$ cat config.mk
export PLATFORM = sky130hd
export DESIGN_NAME = pti_ctrl
export DESIGN_NICKNAME = d
export VERILOG_FILES = /design/src/rtl/pti_pkg.sv /design/src/rtl/pti_ctrl.sv
export SDC_FILE = /design/constraint.sdc
export NUM_CORES = 1
export LEC_CHECK = 0
export BUFFER_PORTS_ARGS = -buffer_cell sky130_fd_sc_hd__buf_4
export CORE_AREA = 2 2 39 41
export DETAILED_ROUTE_END_ITERATION = 16
export DIE_AREA = 0 0 41 43
export GPL_ROUTABILITY_DRIVEN = 0
export PLACE_DENSITY = 0.59
export SLEW_MARGIN = 40
export SYNTH_ARGS = -nofsm -noshare
export SYNTH_HDL_FRONTEND = slang
export SYNTH_SLANG_ARGS = --single-unit
$ cat constraint.sdc
create_clock -name clk -period 1.65 [get_ports clk]
set_clock_uncertainty 0.1 [all_clocks]
set_input_delay 0.2475 -clock clk [delete_from_list [all_inputs] [get_ports clk]]
set_output_delay 0.2475 -clock clk [all_outputs]
set_load 0.01 [all_outputs]
$ cat src/rtl/pti_pkg.sv
`default_nettype none

package pti_pkg;

	// Tree geometry
	localparam int NODE_COUNT    = 4096;
	localparam int ALPHABET_SIZE = 26;
	localparam int NODE_W        = $clog2(NODE_COUNT);
	localparam int FREE_W        = NODE_W + 1;
	localparam int LIDX_W        = $clog2(ALPHABET_SIZE);

	// Item field widths
	localparam int REQ_W    = 2;
	localparam int LETTER_W = 5;
	localparam int TDATA_W  = 8;

	localparam logic [NODE_W-1:0] ROOT_NODE = NODE_W'(1);
	localparam logic [FREE_W-1:0] FIRST_FREE = FREE_W'(2);

	// Request types
	localparam logic [REQ_W-1:0] MODE_INSERT = 2'd0;
	localparam logic [REQ_W-1:0] MODE_SEARCH = 2'd1;
	localparam logic [REQ_W-1:0] MODE_PREFIX = 2'd2;

	// One node: child index per letter plus the word-end mark
	typedef struct packed {
		logic                                  end_mark;
		logic [ALPHABET_SIZE-1:0][NODE_W-1:0]  kids;
	} row_t;

	// Controller to datapath
	typedef struct packed {
		logic clr_root;
		logic accept;
		logic advance;
		logic alloc;
		logic miss;
		logic fetch;
		logic new_row;
		logic finish;
	} dp_cmd_t;

	// Datapath to controller
	typedef struct packed {
		logic take;
		logic child_zero;
		logic can_alloc;
		logic last;
		logic out_free;
	} dp_stat_t;

endpackage

`default_nettype wire

$ cat src/rtl/pti_ctrl.sv
`default_nettype none

module pti_ctrl
	import pti_pkg::*;
(
	input  wire logic     clk,
	input  wire logic     arst_n,
	input  wire logic     s_tvalid,
	output logic          s_tready,
	input  wire dp_stat_t stat,
	output dp_cmd_t       cmd
);

	localparam logic [2:0] ST_CLR    = 3'd0;
	localparam logic [2:0] ST_IDLE   = 3'd1;
	localparam logic [2:0] ST_LOOK   = 3'd2;
	localparam logic [2:0] ST_NEWROW = 3'd3;
	localparam logic [2:0] ST_FREAD  = 3'd4;
	localparam logic [2:0] ST_FIN    = 3'd5;

	logic [2:0] state_q;
	logic [2:0] state_d;

	assign s_tready = (state_q == ST_IDLE);

	// Next state and datapath commands
	always_comb begin
		state_d = state_q;
		cmd     = '0;
		case (state_q)
			ST_CLR: begin
				cmd.clr_root = 1'b1;
				state_d      = ST_IDLE;
			end
			ST_IDLE: begin
				if (s_tvalid) begin
					cmd.accept = 1'b1;
					state_d    = ST_LOOK;
				end
			end
			ST_LOOK: begin
				// a word end waits here until the output slot is free
				if (!(stat.last && !stat.out_free)) begin
					if (stat.take && !stat.child_zero) begin
						cmd.advance = 1'b1;
						state_d     = stat.last ? ST_FREAD : ST_IDLE;
					end else if (stat.take && stat.can_alloc) begin
						cmd.alloc = 1'b1;
						state_d   = ST_NEWROW;
					end else begin
						cmd.miss   = stat.take;
						cmd.finish = stat.last;
						state_d    = ST_IDLE;
					end
				end
			end
			ST_NEWROW: begin
				if (!(stat.last && !stat.out_free)) begin
					cmd.new_row = 1'b1;
					cmd.finish  = stat.last;
					state_d     = ST_IDLE;
				end
			end
			ST_FREAD: begin
				cmd.fetch = 1'b1;
				state_d   = ST_FIN;
			end
			ST_FIN: begin
				if (stat.out_free) begin
					cmd.finish = 1'b1;
					state_d    = ST_IDLE;
				end
			end
			default: begin
				state_d = ST_IDLE;
			end
		endcase
	end

	always_ff @(posedge clk or negedge arst_n) begin
		if (!arst_n) begin
			state_q <= ST_CLR;
		end else begin
			state_q <= state_d;
		end
	end

endmodule

`default_nettype wire

==> impl_metrics.yaml <==
logic_synthesis:
  netlist_area_sq_um: 322
  ys_warn_count: 0
  synth_cell_type_count: 24
  synth-seq-area-share_pct: 23.3
  synth_nets: 41
  synth_cells: 33
  synth.avg_cell_area_sq_um: 9.74
  synth-seq-cells: 3
placed_design:
  dp_slack_ns: 0.167
  placedCellCount: 66
  place.port_buffers: 16
  dpl_cell_area_sq_um: 465
  dpl.hpwl_um: 610
route:
  vias: 341
  wirelength_um: 808
  vias_per_cell: 4.74
  drc: 0
  dr.pass1.iters: 4
  first_iter_violations: 3
  antenna_left: 0
  detail_route.wl_per_cell_um: 11.2
setup_path:
  critPathMaxFanout: 3
  cp.required_ns: 1.30
  critPathBufInv: 1
  cp_slowest_cell: "dfrtp_1"
  path_class: "reg2out"
  end_kind: "primary output"
  max_stage_delay_ns: 0.37
  crit_arrival_ns: 1.34
  cp_cell_sequence: "and2b_4 -> nor3b_4 -> and3_1 -> buf_4"
  cp_top_family: "simple AND/OR/NAND/NOR gates"
  startpoint_type: "flip-flop"
power_and_ir_drop:
  p_sw_mw: 0.275
  p_comb_share_pct: 60.9
  p_leak_nw: 0.268
  internal-power_mw: 0.456
  ir_drop_mv: 0.434
  netSwitchingFraction_pct: 37.6
  powerDensity_nw_per_um2: 1370
  clock_power_share_pct: 19.1
  seqPwrFrac_pct: 20.0
  power_mw: 0.731
sta:
  slew_headroom_pct: 83.9
  hold_slack_ns: 0.156
  worst_pin_slew_ns: 0.235
  fmax_mhz: 594
  layout_setup_ws_ns: -0.0347
  hold_viol: 0
  fin_crit_sh_pct: 102
  period_needed_ns: 1.68
  finalSetupViolations: 4
  finalMaxSlewViolations: 0
  rsz0062_at_grt: "yes"
  finalSetupTns_ns: -0.0975
finish:
  fillers: 137
  top_register: "state_q"
  n_antenna_cell: 0
  stdcell_count: 72
  seqCellArea_sq_um: 77.6
  drive_above_1_share_pct: 58.9
  syn2layout_area_growth_pct: 65.8
  final_nets: 65
  largest_reg_flops: 3
  design_area_sq_um: 533
  fin_util_pct: 38.5
  multiInputGateArea_sq_um: 256
  reg.largest.list: "state_q: 3 flops"
global_route:
  grt_max_degree: 8
  gr-total-overflow: 0
  antenna_found_initial: 0
  grt_use_total_pct: 12.5
  grt_pass1_vias: 322
  grt_pass1_wl_mm: 1.39
status:
  violations: "setup timing"
  status: "complete, but fails checks"
clock_network:
  tritoncts: "done"
  cts_num_sinks: 3
  cts_buffers: 3
  htree_levels: 1
  clk_latency_ns: 0.25
  cts_root_buf: "clkbuf_4"
  cts.clk_slew.worst_paths_ns: 0.04
  clockBufferDepth: 2
die:
  initial_core_util_pct: 23.2
  fp.dieW_um: 41
  core_sq_um: 1380
  die_h_um: 43
  num_rows: 14
  pin_count: 17
  die-area_sq_um: 1760
job:
  maxCapViolations: 0
min_path:
  hold_path_class: "in2reg"
-- synthesized netlist by cell type --
master	instances	area, sq um
nand2_1	2	7.51
dfrtp_1	3	75.1
o211ai_1	1	7.51
nor3b_1	1	7.51
and2_1	1	6.26
and4b_1	1	10.0
nor3b_2	2	25.0
nor3_1	1	5.00
a21boi_1	1	7.51
and3b_1	2	17.5
a22oi_4	1	21.3
a41o_1	1	10.0
mux2_4	1	15.0
a31oi_1	1	6.26
mux2i_1	1	10.0
nor2b_1	5	31.3
and2b_1	1	7.51
and2b_4	1	10.0
nand2b_1	1	6.26
a21oi_1	1	5.00
a21boi_0	1	7.51
buf_6	1	11.3
o21ai_1	1	5.00
and3_1	1	6.26
-- logic make-up (layout without fill, tap and decap cells) --
family / count (synthesis) / after routing / share of synthesized area, %
simple gates: 19 / 19 / 43.6
compound gates: 8 / 8 / 21.8
flops: 3 / 3 / 23.3
mux: 2 / 2 / 7.78
buf+inv: 1 / 24 / 3.50
-- cell type report --
cell class	instances	share of cell area, %
flip-flops and latches	3	14.6
well taps	16	3.76
multi-input cells	29	48.1
clock buffers	4	4.93
repair buffers	20	28.6
-- repair_timing --
item,in CTS,in global routing
gates resized for setup,2,5
setup endpoints to repair,4,7
pin swaps,1,1
hold endpoints to repair,3,0
hold buffers,1,0
gates cloned,0,0
setup buffers,1,0
-- routing by layer --
layer  share of wire [%]  global-route usage [%]
met1                  41                    14.2
met2                  48                    16.6
met3                 5.3                    4.71
met4                 5.0                    12.0
met5                   0                       0
-- power groups by stage --
stage / combinational (mW) / sequential, mW / clock [mW]
floorplan: 0.286 / 0.125 / 0
global placement: 0.404 / 0.140 / 0
detailed placement: 0.407 / 0.139 / 0
CTS: 0.446 / 0.140 / 0.142
global route: 0.480 / 0.158 / 0.151
finish: 0.445 / 0.146 / 0.140
-- cell usage in the layout, fill, tap and decap left out --
cell,synthesis,final
buf_4,0,19
nor2b_2,0,3
clkbuf_4,0,3
nand2_1,2,2
nor2b_1,5,2
and3b_1,2,2
dfrtp_2,0,2
nor3b_2,2,1
nand2b_4,0,1
and2b_4,1,1
o211ai_1,1,1
a21boi_1,1,1
and2b_1,1,1
nor3b_4,0,1
and3_1,1,1
and2_1,1,1
nor3_1,1,1
nor3b_1,1,1
a31oi_1,1,1
mux2i_1,1,1
a22oi_4,1,1
mux2_4,1,1
and4b_1,1,1
o21ai_1,1,1
a21oi_1,1,1
a21boi_0,1,1
a41o_1,1,1
clkbuf_1,0,1
dlygate4sd3_1,0,1
dfrtp_1,3,1
-- worst min-delay path: stages --
cell and delay [ns]:
buf_4 0.12, nand2_1 0.05, a21oi_1 0.05
-- worst paths after layout --
path,from,endpoint,slack (ns),cells past startpoint
min in group asynchronous,arst_n,state_q[1],0.22,2
max in group asynchronous,arst_n,state_q[0],1.12,2
max,state_q[2],cmd[4],-0.03,4
min reg2reg,state_q[2],state_q[1],0.44,2
max reg2reg,state_q[1],state_q[0],0.16,4
min,s_tvalid,state_q[1],0.16,3
No activity file was read; power rests on OpenSTA's default activity.
